### src/rtl/bpa_pkg.sv
// Shared constants, types and a helper function for the buddy page allocator.
package bpa_pkg;

  localparam int PAGES     = 1024;
  localparam int RANKS     = 11;
  localparam int PAGE_W    = 10;
  localparam int RANK_W    = 4;
  localparam int CNT_W     = 11;
  localparam int STK_DEPTH = RANKS * PAGES;
  localparam int STK_AW    = $clog2(STK_DEPTH);

  localparam logic [RANK_W-1:0] TOP_RESET = 4'd11;

  localparam logic [1:0] CMD_ALLOC  = 2'd0;
  localparam logic [1:0] CMD_FREE   = 2'd1;
  localparam logic [1:0] CMD_QRANK  = 2'd2;
  localparam logic [1:0] CMD_QCOUNT = 2'd3;

  localparam logic [1:0] ST_OK      = 2'd0;
  localparam logic [1:0] ST_INVAL   = 2'd1;
  localparam logic [1:0] ST_NOSPACE = 2'd2;

  typedef logic [4:0] op_t;

  localparam op_t OP_NONE      = 5'd0;
  localparam op_t OP_CLR       = 5'd1;
  localparam op_t OP_LOAD      = 5'd2;
  localparam op_t OP_DISP      = 5'd3;
  localparam op_t OP_POP_RD    = 5'd4;
  localparam op_t OP_POP_CAP   = 5'd5;
  localparam op_t OP_PUSH_R    = 5'd6;
  localparam op_t OP_PUSH_L    = 5'd7;
  localparam op_t OP_FILL      = 5'd8;
  localparam op_t OP_PG_RD     = 5'd9;
  localparam op_t OP_FREE_CHK  = 5'd10;
  localparam op_t OP_ZERO      = 5'd11;
  localparam op_t OP_PUSH_M    = 5'd12;
  localparam op_t OP_SCAN_RD   = 5'd13;
  localparam op_t OP_SCAN_NEXT = 5'd14;
  localparam op_t OP_SH_RD     = 5'd15;
  localparam op_t OP_SH_WR     = 5'd16;
  localparam op_t OP_MERGE     = 5'd17;
  localparam op_t OP_QR_CHK    = 5'd18;
  localparam op_t OP_QS_RD     = 5'd19;
  localparam op_t OP_QS_CMP    = 5'd20;

  typedef struct packed {
    op_t  op;
    logic out_load;
  } ctl_t;

  typedef struct packed {
    logic       cfg_wr;
    logic [1:0] cmd;
    logic       clr_last;
    logic       bad_rank;
    logic       none_free;
    logic       page_out;
    logic       cur_gt_rank;
    logic       fill_last;
    logic       free_bad;
    logic       pg_zero;
    logic       at_top;
    logic       scan_end;
    logic       scan_hit;
    logic       sh_end;
    logic       qs_last;
  } flags_t;

  // Rank of the largest aligned block around one page that does not also hold
  // another page, given the XOR of the two page numbers.
  function automatic logic [RANK_W-1:0] diff_rank(input logic [PAGE_W-1:0] x);
    logic [RANK_W-1:0] r;
    r = '0;
    for (int i = 0; i < PAGE_W; i++) begin
      if (x[i]) r = RANK_W'(i + 1);
    end
    return r;
  endfunction

endpackage

### src/rtl/bpa_ctrl.sv
// Command sequencer for the buddy page allocator.
module bpa_ctrl (
  input  logic            clk,
  input  logic            rst_n,
  input  logic            in_valid,
  output logic            in_ready,
  output logic            out_valid,
  input  logic            out_ready,
  input  bpa_pkg::flags_t fl,
  output bpa_pkg::ctl_t   ctl
);

  localparam logic [4:0] S_CLR     = 5'd0;
  localparam logic [4:0] S_IDLE    = 5'd1;
  localparam logic [4:0] S_DISP    = 5'd2;
  localparam logic [4:0] S_A_POP   = 5'd3;
  localparam logic [4:0] S_A_CAP   = 5'd4;
  localparam logic [4:0] S_A_PUSHR = 5'd5;
  localparam logic [4:0] S_A_PUSHL = 5'd6;
  localparam logic [4:0] S_A_FILL  = 5'd7;
  localparam logic [4:0] S_F_RD    = 5'd8;
  localparam logic [4:0] S_F_CHK   = 5'd9;
  localparam logic [4:0] S_F_ZERO  = 5'd10;
  localparam logic [4:0] S_F_PUSH  = 5'd11;
  localparam logic [4:0] S_F_SCAN  = 5'd12;
  localparam logic [4:0] S_F_CMP   = 5'd13;
  localparam logic [4:0] S_F_SHRD  = 5'd14;
  localparam logic [4:0] S_F_SHWR  = 5'd15;
  localparam logic [4:0] S_Q_RD    = 5'd16;
  localparam logic [4:0] S_Q_CHK   = 5'd17;
  localparam logic [4:0] S_Q_SRD   = 5'd18;
  localparam logic [4:0] S_Q_SCMP  = 5'd19;
  localparam logic [4:0] S_DONE    = 5'd20;

  logic [4:0] state_r, state_nxt;
  logic       out_valid_r, out_valid_nxt;

  always_comb begin
    state_nxt    = state_r;
    ctl.op       = bpa_pkg::OP_NONE;
    ctl.out_load = 1'b0;
    in_ready     = 1'b0;
    if (fl.cfg_wr) begin
      state_nxt = S_CLR;
    end else begin
      case (state_r)
        S_CLR: begin
          ctl.op = bpa_pkg::OP_CLR;
          if (fl.clr_last) state_nxt = S_IDLE;
        end
        S_IDLE: begin
          in_ready = 1'b1;
          if (in_valid) begin
            ctl.op    = bpa_pkg::OP_LOAD;
            state_nxt = S_DISP;
          end
        end
        S_DISP: begin
          ctl.op = bpa_pkg::OP_DISP;
          case (fl.cmd)
            bpa_pkg::CMD_ALLOC:
              state_nxt = (fl.bad_rank || fl.none_free) ? S_DONE : S_A_POP;
            bpa_pkg::CMD_FREE:  state_nxt = fl.page_out ? S_DONE : S_F_RD;
            bpa_pkg::CMD_QRANK: state_nxt = fl.page_out ? S_DONE : S_Q_RD;
            default:            state_nxt = S_DONE;
          endcase
        end
        S_A_POP: begin
          ctl.op    = bpa_pkg::OP_POP_RD;
          state_nxt = S_A_CAP;
        end
        S_A_CAP: begin
          ctl.op    = bpa_pkg::OP_POP_CAP;
          state_nxt = fl.cur_gt_rank ? S_A_PUSHR : S_A_FILL;
        end
        S_A_PUSHR: begin
          ctl.op    = bpa_pkg::OP_PUSH_R;
          state_nxt = S_A_PUSHL;
        end
        S_A_PUSHL: begin
          ctl.op    = bpa_pkg::OP_PUSH_L;
          state_nxt = S_A_POP;
        end
        S_A_FILL: begin
          ctl.op = bpa_pkg::OP_FILL;
          if (fl.fill_last) state_nxt = S_DONE;
        end
        S_F_RD: begin
          ctl.op    = bpa_pkg::OP_PG_RD;
          state_nxt = S_F_CHK;
        end
        S_F_CHK: begin
          ctl.op    = bpa_pkg::OP_FREE_CHK;
          state_nxt = fl.free_bad ? S_DONE : S_F_ZERO;
        end
        S_F_ZERO: begin
          ctl.op = bpa_pkg::OP_ZERO;
          if (fl.fill_last) state_nxt = S_F_PUSH;
        end
        S_F_PUSH: begin
          ctl.op    = bpa_pkg::OP_PUSH_M;
          state_nxt = fl.at_top ? S_DONE : S_F_SCAN;
        end
        S_F_SCAN: begin
          ctl.op    = bpa_pkg::OP_SCAN_RD;
          state_nxt = fl.scan_end ? S_DONE : S_F_CMP;
        end
        S_F_CMP: begin
          if (fl.scan_hit) begin
            state_nxt = S_F_SHRD;
          end else begin
            ctl.op    = bpa_pkg::OP_SCAN_NEXT;
            state_nxt = S_F_SCAN;
          end
        end
        S_F_SHRD: begin
          if (fl.sh_end) begin
            ctl.op    = bpa_pkg::OP_MERGE;
            state_nxt = S_F_PUSH;
          end else begin
            ctl.op    = bpa_pkg::OP_SH_RD;
            state_nxt = S_F_SHWR;
          end
        end
        S_F_SHWR: begin
          ctl.op    = bpa_pkg::OP_SH_WR;
          state_nxt = S_F_SHRD;
        end
        S_Q_RD: begin
          ctl.op    = bpa_pkg::OP_PG_RD;
          state_nxt = S_Q_CHK;
        end
        S_Q_CHK: begin
          ctl.op    = bpa_pkg::OP_QR_CHK;
          state_nxt = fl.pg_zero ? S_Q_SRD : S_DONE;
        end
        S_Q_SRD: begin
          ctl.op    = bpa_pkg::OP_QS_RD;
          state_nxt = S_Q_SCMP;
        end
        S_Q_SCMP: begin
          ctl.op    = bpa_pkg::OP_QS_CMP;
          state_nxt = fl.qs_last ? S_DONE : S_Q_SRD;
        end
        S_DONE: begin
          if (!out_valid_r || out_ready) begin
            ctl.out_load = 1'b1;
            state_nxt    = S_IDLE;
          end
        end
        default: state_nxt = S_IDLE;
      endcase
    end
  end

  always_comb begin
    if (ctl.out_load) begin
      out_valid_nxt = 1'b1;
    end else if (out_ready) begin
      out_valid_nxt = 1'b0;
    end else begin
      out_valid_nxt = out_valid_r;
    end
  end

  always_ff @(posedge clk) begin
    if (!rst_n) begin
      state_r     <= S_CLR;
      out_valid_r <= 1'b0;
    end else begin
      state_r     <= state_nxt;
      out_valid_r <= out_valid_nxt;
    end
  end

  assign out_valid = out_valid_r;

endmodule

### config.mk
export PLATFORM = sky130hd
export DESIGN_NAME = bpa_ctrl
export DESIGN_NICKNAME = d
export VERILOG_FILES = /design/src/rtl/bpa_pkg.sv /design/src/rtl/bpa_ctrl.sv
export SDC_FILE = /design/constraint.sdc
export NUM_CORES = 1
export LEC_CHECK = 0
export ABC_AREA = 0
export BUFFER_PORTS_ARGS = -buffer_cell sky130_fd_sc_hd__buf_2
export CAP_MARGIN = 20
export CORE_ASPECT_RATIO = 1.25
export CORE_MARGIN = 3
export CORE_UTILIZATION = 51
export DETAILED_ROUTE_END_ITERATION = 8
export PLACE_DENSITY_LB_ADDON = 0.15
export SLEW_MARGIN = 10
export SYNTH_ARGS = -nofsm -noshare
export SYNTH_HDL_FRONTEND = slang
export SYNTH_SLANG_ARGS = --single-unit
### constraint.sdc
create_clock -name clk -period 2 [get_ports clk]
set_clock_uncertainty 0.15 [all_clocks]
set_input_delay 0.3 -clock clk [delete_from_list [all_inputs] [get_ports clk]]
set_output_delay 0.3 -clock clk [all_outputs]
set_load 0.02 [all_outputs]
Yosys cells after proc, flatten, opt, wreduce, memory -nomap -nowiden:

Index checks and enable logic that the tools add are counted.

* eq/ne operators: 27
* multiplexer cells: 29
* bitwise operators: 1
* reductions and logical operators: 9

Operator list (count)
* case mux 5 bit (21 select lines): 1
* case mux 5 bit (19 select lines): 1
* two-way mux 5 bit: 11
* == test 5 x 4 -> 1 bit (second input constant): 8
* == test 5 bit (second input constant): 5
* == test 5 x 3 -> 1 bit (second input constant): 4
* case mux 5 bit (3 select lines): 1
* two-way mux 3 bit: 4
* == test 5 x 2 -> 1 bit (second input constant): 2
* inequality test 2 bit (second input constant): 5
* two-way mux 1 bit: 6
* two-way mux 2 bit: 3
* two-way mux 6 bit: 1
* == test 5 x 1 -> 1 bit (second input constant): 1
* zero test 5 bit: 1
* AND reduction 5 bit: 1
* two-way mux 4 bit: 1
* OR reduction 2 bit: 2
* == test 2 x 1 -> 1 bit (second input constant): 1
* == test 2 bit (second input constant): 1
* zero test 2 bit: 1
* logical OR 1 bit: 2
* nonzero test 2 bit: 1
* zero test 1 bit: 1
* inverter 1 bit: 1

* bits in registers: 6
* output and inout bits: 8
* logic and storage cells: 68

Longest topological paths before layout:

* depth after elaboration: 6
* depth in mapped cells: 7

Least setup slack after synthesis:

Ideal clock, no wire load.

* path type: register -> output
* start: register state_r[1]
* end: output ctl[2] (netlist name)
* arrival: 1.606 ns
* required time: 1.550 ns
* slack: -0.056 ns
* cell stages (with the launch flop): 7
* buffers on the path: 2
* cells stage by stage: dfxtp_1 -> buf_2 -> buf_2 -> nor3b_1 -> a21oi_1 -> o31a_1 -> nor3_1

RTL lines
* from (decl): RTL line bpa_ctrl.sv:35 `logic [4:0] state_r, state_nxt;`
* from (signal assigned): RTL line bpa_ctrl.sv:171 `state_r <= state_nxt;`
* to (decl): RTL line bpa_ctrl.sv:10 `output bpa_pkg::ctl_t ctl`

Final worst setup path:

* start: register state_r[2]
* end: output in_ready

* word-level cells in the longest chain between the ends: 3

RTL lines
* == test 5 x 1 -> 1 bit: RTL line bpa_ctrl.sv:46 `case (state_r)`
* two-way mux 1 bit: RTL line bpa_ctrl.sv:46
* two-way mux 1 bit: RTL line bpa_ctrl.sv:43 `if (fl.cfg_wr) begin`
* to (decl): RTL line bpa_ctrl.sv:6 `output logic in_ready,`

No other way between the ends.

==> impl_metrics.json <==
{
  "crit_chain": "buf_4, or3_4, nor3_1, buf_2",
  "required_ns": 1.55,
  "tightest_slew_ns": 0.344,
  "antenna_cells": 0,
  "wl_per_cell_um": 16.5,
  "synthFlopType": "dfxtp_1",
  "final_cell_mix": "26 x buf_2, 10 x buf_4, 9 x a21oi_1, 9 x nor2_1, 6 x nand2b_1",
  "ys_warn_count": 0,
  "grt_pass1_wl_um": 4750,
  "io_buffers": 27,
  "rsz0062_at_grt": "true",
  "slowest_delay_ns": 0.37,
  "syn_area_um2": 917,
  "critPathCaptureType": "output pin",
  "yosysUniqueCellTypes": 50,
  "cp_slowest_cell": "dfxtp_4",
  "final.fill_count": 146,
  "max_freq_mhz": 516,
  "fp.dieH_um": 53.4,
  "h-tree-depth": 1,
  "drt-initial-drc-count": 38,
  "clk_latency_ns": 0.25,
  "die_area_um2": 2350,
  "grt_pass1_vias": 1034,
  "syn_to_final_growth_pct": 29.9,
  "placed_area_um2": 1070,
  "synth_mux_area_share_pct": 2.32,
  "grt-ovfl-total": 0,
  "design_area_um2": 1190,
  "synth_xor_xnor_area_share_pct": 0.955,
  "ios": 28,
  "yosys.area.top_type": "dfxtp_1",
  "finalHoldViolations": 0,
  "ys_seq_area_share_pct": 13.1,
  "synthTopCellsByArea": "dfxtp_1 13%, a21oi_1 5.5%, nand2b_1 4.8%, nor2_1 4.5%, nor2b_1 4.1%",
  "synth_edf_count": 0,
  "vias": 1112,
  "synth_compound_area_share_pct": 32.1,
  "cp_top_family": "simple AND/OR/NAND/NOR gates",
  "cts.clk_slew.worst_paths_ns": 0.04,
  "hpwl_um": 2090,
  "cp_num_buf_inv": 2,
  "period_needed_ns": 1.94,
  "seqCellArea_um2": 139,
  "grt_usage_pct": 27.4,
  "rows": 16,
  "setup_viol": 0,
  "syn_inst": 126,
  "multiInputGateArea_um2": 776,
  "crit_path_max_fanout": 7,
  "drive_gt1_share_pct": 42.9,
  "leakage_nw": 0.455,
  "cts_sinks": 6,
  "die_x_um": 43.9,
  "synth_top_area_share_pct": 13.1,
  "synth-simple-area-share_pct": 42.3,
  "hold_slack_ns": 0.154,
  "root_buffer": "clkbuf_4",
  "place_congestion": 0.975,
  "slew_violations": 0,
  "dr.pass1.iters": 4,
  "grt_antenna_before_repair": 0,
  "core_um2": 1620,
  "cts_tree": "built",
  "start_kind": "flop",
  "grt_max_degree": 16,
  "setup-tns-final_ns": 0,
  "synth_top_family_by_area": "simple AND/OR/NAND/NOR gates",
  "status": "finished, final reports clean",
  "synth.avg_cell_area_um2": 7.28,
  "viasPerCell": 6.47,
  "max_cap_violations": 0,
  "utilization_pct": 73.5,
  "final_common_cell": "buf_2",
  "relSlewSlack_pct": 77.0,
  "start_util_pct": 56.6,
  "min_period_over_period_pct": 97.0,
  "arrival_ns": 1.49,
  "vdd_drop_max_v": 0.000305,
  "syn-num-nets": 146,
  "synthArstFlopShare_pct": 0,
  "cts_max_path_buffers": 2,
  "synth_fa_ha_area_share_pct": 0,
  "hold_class": "input port to flop",
  "routed_wl_um": 2840,
  "final_nets": 176,
  "antenna_left": 0,
  "powerDensity_nw_per_um2": 266,
  "drc": 0,
  "p_total_mw": 0.317,
  "holdBufCountCts": 0,
  "ys_ff_latch": 6,
  "path_class": "flop to output pin",
  "reg2reg_slack_ns": 0.14,
  "cts_buffers": 3
}
[power by group]
group	internal (mW)	total (mW)	switching [mW]	leakage (nW)
clock	0.0679	0.111	0.0435	0.0138
combinational	0.0377	0.0846	0.0468	0.389
sequential	0.116	0.121	0.00536	0.0524
total	0.221	0.317	0.0957	0.455
[final timing paths]
| path | startpoint | endpoint | cells after the start |
|---|---|---|---|
| setup / recovery | state_r[2]$_SDFFE_PP0P_ | in_ready | 4 |
| hold / removal | rst_n | out_valid$_SDFFE_PN0P_ | 2 |
| setup reg to reg | state_r[2]$_SDFFE_PP0P_ | state_r[1]$_SDFFE_PP0P_ | 6 |
| hold reg to reg | state_r[2]$_SDFFE_PP0P_ | state_r[2]$_SDFFE_PP0P_ | 3 |
[state kept, by name, indices dropped and copies added, names as in the netlist]
register and cells:
state_r 5, out_valid 1
[layer usage]
metal,up-vias,track usage [%],share of wire (%)
li1,536,-,-
met1,515,34.1,39
met2,50,45.6,53
met3,11,3.40,5.4
met4,0,13.6,2.3
met5,-,0,0
[worst register-to-register path, cell delays in order, from the launching register on]
cell,delay [ns]
dfxtp_4,0.37
buf_4,0.16
or3_4,0.37
o32ai_2,0.33
or3b_1,0.20
a21oi_1,0.08
o21a_1,0.10
[repair_timing]
action                                  in CTS  in global routing
setup buffers                                0                  1
endpoints found under the setup margin       4                  6
hold endpoints to repair                     0                  0
gates cloned                                 0                  0
resized for setup                           10                 18
pin swaps                                    1                  1
[synthesized netlist by cell type (3+ instances only)]
cell type / count
a211o_1: 3
a21oi_1: 10
buf_2: 5
buf_4: 4
dfxtp_1: 6
nand2_1: 5
nand2b_1: 7
nand3_1: 4
nand4b_1: 3
nor2_1: 11
nor2b_1: 6
nor3_1: 6
nor3b_1: 3
o21a_1: 3
o21ai_0: 6
[per-stage QoR]
step                      cells  setup WS (ns)
after floorplan             126         0.0987
after global placement      168          0.113
after detailed placement    168          0.100
after CTS                   171         0.0242
after global routing        172        -0.0208
final                       172         0.0608
[kinds of logic after synthesis]
group,Yosys count
xor gates and xnor gates,1
and+or+nand+nor,61
buffers and inverters,15
AOI/OAI and AO/OA,41
DFF,6
muxes,2
[layout make-up]
| cell class | count | area share [%] |
|---|---|---|
| Sequential cell | 6 | 11.7 |
| Timing Repair Buffer | 37 | 18.5 |
| Multi-Input combinational cell | 105 | 65.1 |
| Tap cell | 18 | 1.89 |
| Clock buffer | 3 | 1.89 |
| Inverter | 3 | 0.945 |
Power figures use the tool's default switching activity.
